--- src/rtl/servo_feedback_frame_receiver_assert.svh ---
// ----------------------------------------------------------------------------
// Servo feedback receiver assertion macros
// Concurrent check wrappers; empty when SYNTHESIS is defined.
// They use the clk and rst names of the including module.
// ----------------------------------------------------------------------------
`ifndef SERVO_FEEDBACK_FRAME_RECEIVER_ASSERT_SVH
`define SERVO_FEEDBACK_FRAME_RECEIVER_ASSERT_SVH

`ifndef SYNTHESIS
// same-cycle implication
`define SFFR_ASSERT_NOW(lbl, ante, cons) \
  lbl: assert property (@(posedge clk) disable iff (rst) (ante) |-> (cons)) \
    else $error("sffr assertion failed");
// next-cycle implication
`define SFFR_ASSERT_NEXT(lbl, ante, cons) \
  lbl: assert property (@(posedge clk) disable iff (rst) (ante) |=> (cons)) \
    else $error("sffr assertion failed");
`else
`define SFFR_ASSERT_NOW(lbl, ante, cons)
`define SFFR_ASSERT_NEXT(lbl, ante, cons)
`endif

`endif

--- src/rtl/sffr_pkg.sv ---
// ----------------------------------------------------------------------------
// Servo feedback receiver package
// Frame constants, result codes and payload types.
// ----------------------------------------------------------------------------
package sffr_pkg;

  typedef logic [7:0]        byte_t;
  typedef logic [2:0]        status_t;
  typedef logic [2:0]        qty_t;
  typedef logic signed [31:0] reading_t;

  localparam byte_t HDR_BYTE  = 8'h7A;
  localparam byte_t TAIL_BYTE = 8'h7B;

  localparam int FRAME_LEN   = 9;
  localparam int CHECKED_LEN = 7;
  localparam int STORE_DEPTH = FRAME_LEN - 1;
  localparam int COUNT_W     = 4;
  localparam int STORE_IDX_W = $clog2(STORE_DEPTH);

  // count at which the next byte closes the frame
  localparam logic [COUNT_W-1:0] LAST_COUNT = COUNT_W'(FRAME_LEN - 1);

  // configuration register indexes
  localparam int CFG_INDEX_W = 1;
  localparam logic [CFG_INDEX_W-1:0] REG_SERVO_A = 1'b0;
  localparam logic [CFG_INDEX_W-1:0] REG_SERVO_B = 1'b1;

  localparam byte_t SERVO_A_RESET = 8'd1;
  localparam byte_t SERVO_B_RESET = 8'd2;

  // frame status
  localparam status_t ST_OK    = 3'd0;
  localparam status_t ST_TAIL  = 3'd1;
  localparam status_t ST_CHECK = 3'd2;
  localparam status_t ST_ADDR  = 3'd3;
  localparam status_t ST_TYPE  = 3'd4;

  // feedback quantities
  localparam byte_t QTY_SPEED      = 8'd0;
  localparam byte_t QTY_MULTI_TURN = 8'd1;
  localparam byte_t QTY_ANGLE      = 8'd2;
  localparam byte_t QTY_ACCEL      = 8'd3;
  localparam byte_t QTY_VOLTAGE    = 8'd4;

endpackage

--- src/rtl/sffr_if.sv ---
// ----------------------------------------------------------------------------
// Servo feedback receiver channels
// Valid/ready channels for received bytes and decoded feedback results.
// ----------------------------------------------------------------------------
interface sffr_byte_if;
  logic            valid;
  logic            ready;
  sffr_pkg::byte_t rx_byte;

  modport source (output valid, output rx_byte, input ready);
  modport sink   (input valid, input rx_byte, output ready);
endinterface

interface sffr_fb_if;
  logic               valid;
  logic               ready;
  sffr_pkg::status_t  frame_status;
  logic               servo_slot;
  sffr_pkg::qty_t     quantity;
  sffr_pkg::reading_t reading;

  modport source (output valid, output frame_status, output servo_slot,
                  output quantity, output reading, input ready);
  modport sink   (input valid, input frame_status, input servo_slot,
                  input quantity, input reading, output ready);
endinterface

--- src/rtl/servo_feedback_frame_receiver.sv ---
// ----------------------------------------------------------------------------
// Servo feedback frame receiver
// Parses 9-byte servo feedback frames from a UART byte stream.
// ----------------------------------------------------------------------------
// Bytes enter on rx, one per transfer, and one byte can be taken every clock.
// While hunting, anything but the header 0x7A is dropped. A frame is header,
// address, type, four big-endian data bytes, an XOR check over the first
// seven bytes and the tail 0x7B; a header byte inside a frame is plain data.
// The ninth byte yields one result on fb on the following cycle: status
// (tail, then check, then address, then type are tested), slot, quantity and
// value; rejected frames carry zero in every field but the status. Single
// angle and voltage return the low 16 bits zero-extended. The result sits in
// an output register; bytes that do not close a frame are taken even while it
// waits, and only a ninth byte waits on rx until that register is free or is
// being emptied in the same cycle. Addresses for the two slots must be written
// via cfg_write/cfg_index/cfg_data while the receiver is idle; the block does
// not enforce it. If both match, slot 0 wins. Any ninth byte restarts hunting.
// ----------------------------------------------------------------------------
`include "servo_feedback_frame_receiver_assert.svh"

module servo_feedback_frame_receiver (
  input  logic                                clk,
  input  logic                                rst,
  input  logic                                cfg_write,
  input  logic [sffr_pkg::CFG_INDEX_W-1:0]    cfg_index,
  input  sffr_pkg::byte_t                     cfg_data,
  sffr_byte_if.sink                           rx,
  sffr_fb_if.source                           fb
);

  // configuration
  sffr_pkg::byte_t servo_a_address;
  sffr_pkg::byte_t servo_b_address;

  // frame collection
  logic [sffr_pkg::COUNT_W-1:0] byte_count;
  logic [sffr_pkg::COUNT_W-1:0] byte_count_next;
  sffr_pkg::byte_t              frame_store [sffr_pkg::STORE_DEPTH];

  // result register
  logic               out_valid;
  sffr_pkg::status_t  out_status;
  logic               out_slot;
  sffr_pkg::qty_t     out_qty;
  sffr_pkg::reading_t out_reading;

  logic in_xfer;
  logic closing;      // the byte at the input would finish a frame
  logic judge_xfer;
  logic store_wr;

  // judgement of the complete frame
  sffr_pkg::byte_t    chk;
  sffr_pkg::status_t  j_status;
  logic               j_slot;
  sffr_pkg::qty_t     j_qty;
  sffr_pkg::reading_t j_reading;
  logic [31:0]        word;
  logic               match_a;
  logic               match_b;

  // counts above the last one cannot occur, but act like it
  assign closing    = (byte_count >= sffr_pkg::LAST_COUNT);
  assign rx.ready   = !closing || !out_valid || fb.ready;
  assign in_xfer    = rx.valid && rx.ready;
  assign judge_xfer = in_xfer && closing;
  assign store_wr   = in_xfer && !closing &&
                      ((byte_count != '0) || (rx.rx_byte == sffr_pkg::HDR_BYTE));

  always_comb begin
    byte_count_next = byte_count;
    if (in_xfer) begin
      if (closing) begin
        byte_count_next = '0;
      end else if (byte_count != '0) begin
        byte_count_next = byte_count + 1'b1;
      end else if (rx.rx_byte == sffr_pkg::HDR_BYTE) begin
        byte_count_next = sffr_pkg::COUNT_W'(1);
      end
    end
  end

  always_comb begin
    chk = '0;
    for (int i = 0; i < sffr_pkg::CHECKED_LEN; i++) begin
      chk = chk ^ frame_store[i];
    end
  end

  always_comb begin
    match_a   = (frame_store[1] == servo_a_address);
    match_b   = (frame_store[1] == servo_b_address);
    word      = {frame_store[3], frame_store[4], frame_store[5], frame_store[6]};
    j_status  = sffr_pkg::ST_OK;
    j_slot    = 1'b0;
    j_qty     = '0;
    j_reading = '0;
    if (rx.rx_byte != sffr_pkg::TAIL_BYTE) begin
      j_status = sffr_pkg::ST_TAIL;
    end else if (chk != frame_store[7]) begin
      j_status = sffr_pkg::ST_CHECK;
    end else if (!match_a && !match_b) begin
      j_status = sffr_pkg::ST_ADDR;
    end else if (frame_store[2] > sffr_pkg::QTY_VOLTAGE) begin
      j_status = sffr_pkg::ST_TYPE;
    end else begin
      j_slot = !match_a;
      j_qty  = frame_store[2][2:0];
      if ((frame_store[2] == sffr_pkg::QTY_ANGLE) ||
          (frame_store[2] == sffr_pkg::QTY_VOLTAGE)) begin
        j_reading = {16'h0000, word[15:0]};
      end else begin
        j_reading = word;
      end
    end
  end

  // control state
  always_ff @(posedge clk) begin
    if (rst) begin
      servo_a_address <= sffr_pkg::SERVO_A_RESET;
      servo_b_address <= sffr_pkg::SERVO_B_RESET;
      byte_count      <= '0;
      out_valid       <= 1'b0;
    end else begin
      if (cfg_write) begin
        unique case (cfg_index)
          sffr_pkg::REG_SERVO_A: servo_a_address <= cfg_data;
          sffr_pkg::REG_SERVO_B: servo_b_address <= cfg_data;
          default: ;
        endcase
      end
      byte_count <= byte_count_next;
      if (judge_xfer) begin
        out_valid <= 1'b1;
      end else if (fb.ready) begin
        out_valid <= 1'b0;
      end
    end
  end

  // payload: frame bytes and result fields
  always_ff @(posedge clk) begin
    if (store_wr) begin
      frame_store[byte_count[sffr_pkg::STORE_IDX_W-1:0]] <= rx.rx_byte;
    end
    if (judge_xfer) begin
      out_status  <= j_status;
      out_slot    <= j_slot;
      out_qty     <= j_qty;
      out_reading <= j_reading;
    end
  end

  assign fb.valid        = out_valid;
  assign fb.frame_status = out_status;
  assign fb.servo_slot   = out_slot;
  assign fb.quantity     = out_qty;
  assign fb.reading      = out_reading;

  // checks
  `SFFR_ASSERT_NOW(a_count_range, 1'b1, byte_count <= sffr_pkg::LAST_COUNT)
  `SFFR_ASSERT_NEXT(a_close_result, judge_xfer, out_valid && (byte_count == '0))
  `SFFR_ASSERT_NEXT(a_hunt_drop,
    in_xfer && (byte_count == '0) && (rx.rx_byte != sffr_pkg::HDR_BYTE),
    byte_count == '0)
  `SFFR_ASSERT_NOW(a_reject_zero,
    out_valid && (out_status != sffr_pkg::ST_OK),
    !out_slot && (out_qty == '0) && (out_reading == '0))

endmodule
--- src/flat_wrapper.sv ---
// flat-port wrapper written by rule: the top's interface ports become plain ports
module servo_feedback_frame_receiver_flat 
  (clk, rst, cfg_write, cfg_index, cfg_data, rx_valid, rx_rx_byte, rx_ready, fb_valid, fb_frame_status, fb_servo_slot, fb_quantity, fb_reading, fb_ready);
  sffr_byte_if rx_i ();
  sffr_fb_if fb_i ();
  input  logic clk;
  input  logic rst;
  input  logic cfg_write;
  input  logic [sffr_pkg::CFG_INDEX_W-1:0] cfg_index;
  input  sffr_pkg::byte_t cfg_data;
  input wire logic [$bits(rx_i.valid)-1:0] rx_valid;
  input wire logic [$bits(rx_i.rx_byte)-1:0] rx_rx_byte;
  output wire logic [$bits(rx_i.ready)-1:0] rx_ready;
  output wire logic [$bits(fb_i.valid)-1:0] fb_valid;
  output wire logic [$bits(fb_i.frame_status)-1:0] fb_frame_status;
  output wire logic [$bits(fb_i.servo_slot)-1:0] fb_servo_slot;
  output wire logic [$bits(fb_i.quantity)-1:0] fb_quantity;
  output wire logic [$bits(fb_i.reading)-1:0] fb_reading;
  input wire logic [$bits(fb_i.ready)-1:0] fb_ready;
  assign rx_i.valid = rx_valid;
  assign rx_i.rx_byte = rx_rx_byte;
  assign rx_ready = rx_i.ready;
  assign fb_valid = fb_i.valid;
  assign fb_frame_status = fb_i.frame_status;
  assign fb_servo_slot = fb_i.servo_slot;
  assign fb_quantity = fb_i.quantity;
  assign fb_reading = fb_i.reading;
  assign fb_i.ready = fb_ready;
  servo_feedback_frame_receiver u_core (.clk(clk), .rst(rst), .cfg_write(cfg_write), .cfg_index(cfg_index), .cfg_data(cfg_data), .rx(rx_i), .fb(fb_i));
endmodule
--- config.mk ---
export PLATFORM = sky130hd
export DESIGN_NAME = servo_feedback_frame_receiver_flat
export DESIGN_NICKNAME = d
export VERILOG_FILES = /design/src/rtl/sffr_pkg.sv /design/src/rtl/sffr_if.sv /design/src/rtl/servo_feedback_frame_receiver.sv /design/src/flat_wrapper.sv
export VERILOG_INCLUDE_DIRS = /design/src /design/src/rtl
export SDC_FILE = /design/constraint.sdc
export NUM_CORES = 1
export LEC_CHECK = 0
export ABC_AREA = 1
export BUFFER_PORTS_ARGS = -buffer_cell sky130_fd_sc_hd__buf_2
export CELL_PAD_IN_SITES_DETAIL_PLACEMENT = 2
export CELL_PAD_IN_SITES_GLOBAL_PLACEMENT = 2
export CORE_ASPECT_RATIO = 1.1
export CORE_MARGIN = 2
export CORE_UTILIZATION = 40
export DETAILED_ROUTE_END_ITERATION = 16
export PLACE_DENSITY_LB_ADDON = 0.1
export SLEW_MARGIN = 15
export SYNTH_ARGS = -nofsm -noshare
export SYNTH_HDL_FRONTEND = slang
export SYNTH_SLANG_ARGS = --single-unit
--- constraint.sdc ---
create_clock -name clk -period 6.2 [get_ports clk]
set_input_delay 0.93 -clock clk [delete_from_list [all_inputs] [get_ports clk]]
set_output_delay 0.93 -clock clk [all_outputs]
set_load 0.01 [all_outputs]
After elaboration in Yosys (flattened, before gate mapping)
Memory sizes are Yosys's and may differ from the RTL's.
Index checks and enable logic that the tools add are counted.
- register bits after elaboration: 60
- RAM bits: 64
- input bits: 22
- output and inout bits: 41
- word-level logic and storage cells: 60
- memories kept: 1
- add/sub/neg operators: 1
- $lt $le $gt $ge: 2
- equal/unequal tests: 7
- mux-type cells: 10
- bitwise operators: 7
- reduce and logical (&&, ||, !) cells: 22
- memories (memory ; depth ; width ; read ports ; clocked after memory_dff ; write ports ; line ; source):
    u_core.frame_store ; 8 ; 8 ; 8 ; 0 ; 1 ; servo_feedback_frame_receiver.sv:38 ; sffr_pkg::byte_t frame_store [sffr_pkg::STORE_DEPTH];
- operators by type and width (kind ; count):
    $xor 8x8->8 ; 6
    $eq 8x8->1 ; 2
    $mux 4 ; 3
    $eq 8x2->1 const B ; 1
    $eq 8x3->1 const B ; 1
    $eq 8x7->1 const B ; 1
    $gt 8x3->1 const B ; 1
    $ne 8x7->1 const B ; 1
    $ne 8x8->1 ; 1
    $reduce_and 2->1 ; 3
    $logic_and 1x1->1 ; 5
    $reduce_or 5->1 ; 1
    $add 4x1->4 const B ; 1
    $ge 4x4->1 const B ; 1
    $logic_not 1->1 ; 4
    $logic_or 1x1->1 ; 4
    $mux 1 ; 4
    $mux 2 ; 2
    $reduce_bool 4->1 ; 1
    $reduce_or 4->1 ; 1
    $mux 3 ; 1
    $reduce_bool 3->1 ; 1
    $reduce_or 3->1 ; 1
    $reduce_bool 2->1 ; 1
    $not 1->1 ; 1

Longest topological paths before layout
- word-level depth: 9
- depth in mapped cells: 16
- mapped depth without buffers: 16

Least setup slack after synthesis
OpenSTA, ideal clock, no wires.
- path kind: in2reg
- from: input port rx_rx_byte[5]
- to: memory u_core.frame_store[4][0] (netlist bit) (enable)
- library setup time: 0.370 ns
- data arrival time: 2.248 ns
- data required time: 5.830 ns
- path slack: 3.582 ns
- stages: 8
- path buffers: 0
- cells stage by stage: inv_1 > nor3_1 > nand3b_1 > o21ai_0 > nand2_1 > nor2_1 > nand2_1 > nor2_1
- longest elaborated chain between the ends: 5
- ends and longest elaborated chain (element ; line ; source):
    start: declaration ; flat_wrapper.sv:12 ; input wire logic [$bits(rx_i.rx_byte)-1:0] rx_rx_byte;
    $eq 8x7->1 ; servo_feedback_frame_receiver.sv:68 ; ((byte_count != '0) || (rx.rx_byte == sffr_pkg::HDR_BYTE));
    $logic_or 1x1->1 ; servo_feedback_frame_receiver.sv:68 ;
    $logic_and 1x1->1 ; servo_feedback_frame_receiver.sv:67 ; assign store_wr = in_xfer && !closing &&
    $mux 1 ; servo_feedback_frame_receiver.sv:144 ; if (store_wr) begin
    $mux 1 (not written as such) ; servo_feedback_frame_receiver.sv:145 ; frame_store[byte_count[sffr_pkg::STORE_IDX_W-1:0]] <= rx.rx_byte;
    end: declaration ; servo_feedback_frame_receiver.sv:38 ;
No other way between the ends.

Worst setup path after layout
- from: input port rx_rx_byte[5]
- to: memory u_core.frame_store[4][4] (netlist bit) (enable)
Same word-level chain as after synthesis.

==> results.cfg <==
[outcome]
status = finished, final reports clean

[setup_path]
slowest_delay_ns = 0.76
startpoint_type = input port
crit_required_ns = 6.25
crit_chain = buf_2, inv_1, nor3_1, nand3b_1, o21ai_0, nand2_1, nor2_1, nand2_1, nor2_1
cp_max_fo = 9
cp_num_buf_inv = 2
cp_top_family = simple AND/OR/NAND/NOR gates
end_kind = flop
crit_start = rx_rx_byte[5]
slowest_stage = nor2_1
r2r-start = u_core.byte_count[0]$_SDFFE_PP0P_
worstPathArrival_ns = 3.44
critical_path_class = input port to flop

[timing]
setup_violations = 0
post-route-period-util = 0.547
maxSlewHeadroom = 0.390
fin_skew_ns = 0.00986
max_freq_mhz = 295
finalHoldViolCount = 0
setup-tns-final_ns = 0
worst_slew_pin_slew_ns = 0.912
fin_crit_ns = 3.39
drv_slew = 0
rsz0062_at_grt = no
hold-worst-slack_ns = 0.505
setup_slack_ns = 2.81

[cts]
path_clk_slew_ns = 0.06
clockBufferDepth = 2
ctsResizeCount = 0
clockRootBuffer = clkbuf_16
ctsHoldBuffers = 0
postCtsSetupBuffers = 0
cts_sinks = 124
htree_levels = 4
cts_buffers = 17
cts_tree = yes
clk_latency_ns = 0.43

[grt]
antenna_found_initial = 0
grt_pass1_wl_um = 28000
grt_usage = 0.258
grt-ovfl-total = 0
grt_pass1_vias = 4974
grt_max_degree = 40

[detailed_routing]
vias_per_cell = 5.08
routed_wl_um = 17900
num_vias = 4350
drcViolationCount = 0
wl_per_cell_um = 20.9
antenna_left = 0
firstDrtPassIters = 4
drt_iter0_markers = 230

[place]
portBuffers = 62
pre_cts_ws_ns = 2.56
dp_hpwl_um = 12600
gp_congestion = 0.792

[die]
fp.dieW_um = 117
initial_core_util = 0.409
coreArea_mm2 = 0.0137
rows = 45
pin_count = 63
die_h_um = 128
dieArea_mm2 = 0.0150

[power]
p_total_mw = 1.98
peakVddDrop_v = 0.000176
power_density_mw_per_mm2 = 294
leakage_nw = 2.89

[yosys]
yosysTopAreaCellShare = 0.551
synth_top_cell_by_area = edfxtp_1
syn_nets = 602
yosysWarnings = 0
yosysMostFrequentCell = nand2_1
ys_types = 26
synth_edf_count = 103
ys_seq_area_frac = 0.626
synth_common_cells = 162 x nand2_1, 103 x edfxtp_1, 84 x inv_1
async_reset_ff_frac = 0
synth_seq_cells = 124
synth_area_mm2 = 0.00562
syn_avg_cell_area_um2 = 9.72
synth-main-ff-cell = edfxtp_1
synthTopCellsByArea = edfxtp_1 55%, nand2_1 11%, dfxtp_1 7.5%
syn_inst = 578

[flow_run]
cap_violations = 0

[worst_hold_path]
min_path_type = flop to flop
hp-start = u_core.servo_a_address[0]$_SDFFE_PP1P_

[final_layout]
diodes = 0
nets = 679
area_growth_pct = 19.7
drive_gt1_frac = 0.157
state kept, by name, indices dropped and copies added (netlist names):
signal	flops
u_core.servo_b_address	8
u_core.fb.frame_status	3
u_core.fb.valid	1
u_core.fb.reading	32
u_core.byte_count	4
u_core.fb.quantity	3
u_core.servo_a_address	8
u_core.fb.servo_slot	1
u_core.frame_store	64
per-stage QoR:
step | util | cell area [um^2] | instances
3_5_place_dp | 0.447 | 6140 | 824
6_report | 0.489 | 6720 | 856
2_1_floorplan | - | 5620 | 578
5_1_grt | 0.489 | 6720 | 856
3_3_place_gp | 0.447 | 6140 | 824
4_1_cts | 0.489 | 6720 | 856
per-layer routing:
metal  routed length, um  track usage  up-vias
met5                   0            0        -
met2                9950        0.478       99
met1                7050        0.291     2213
met4                 437       0.0990        0
met3                 474       0.0440       33
li1                    -            -     2005
worst min-delay path: stages, from the launching register on:
cell and delay [ns]:
dfxtp_1 0.33, nand2_1 0.07, nand3_1 0.06
cell usage in the layout (no fill, tap or decap), types with 2 or more instances in the layout:
cell,Yosys,routed
dfxtp_1,21,21
nor2_1,70,70
nor4_1,3,3
o21ai_0,15,15
inv_1,84,84
clkinv_2,0,4
nor2_2,10,10
xor2_1,23,23
nand2_1,162,162
ha_1,2,2
xnor2_1,16,16
clkbuf_16,0,19
nor3_1,2,2
edfxtp_1,103,103
nand3_1,42,42
buf_4,0,3
nand3b_1,4,4
buf_2,5,62
clkbuf_8,0,2
clkbuf_1,1,5
a21oi_1,6,6
final timing paths:
path / slack, ns / depth (start not counted) / end
max: 2.81 / 9 / u_core.frame_store[4][4]$_DFFE_PP_
min: 0.50 / 2 / u_core.servo_a_address[0]$_SDFFE_PP1P_
max reg2reg: 3.12 / 9 / u_core.frame_store[4][4]$_DFFE_PP_
min reg2reg: 0.50 / 2 / u_core.servo_a_address[0]$_SDFFE_PP1P_
power by group:
part	internal [mW]	switching [mW]	leakage (nW)	total [mW]
sequential	0.909	0.0109	1.02	0.920
clock	0.618	0.370	0.289	0.988
combinational	0.0219	0.0460	1.58	0.0679
total	1.55	0.427	2.89	1.98
cells by family (layout without fill, tap and decap cells):
group                    after synthesis  in the layout  share of synthesized area
AND/OR/NAND/NOR                      299            299                      0.225
flip-flops                           124            124                      0.626
buffers and inverters                 91            181                     0.0633
XOR/XNOR                              39             39                     0.0608
AO/OA/AOI/OAI                         23             23                     0.0212
adder cells (fa/ha/maj)                2              2                    0.00446
cell type report:
class,count,area [um^2]
fill,1516,7020
sequential,124,3510
multi-input combinational,363,1750
clock buffer,26,522
timing repair buffer,65,333
inverter,84,315
tap,188,235
clock inverter,6,56.3
No activity file was read; power rests on OpenSTA's default activity.
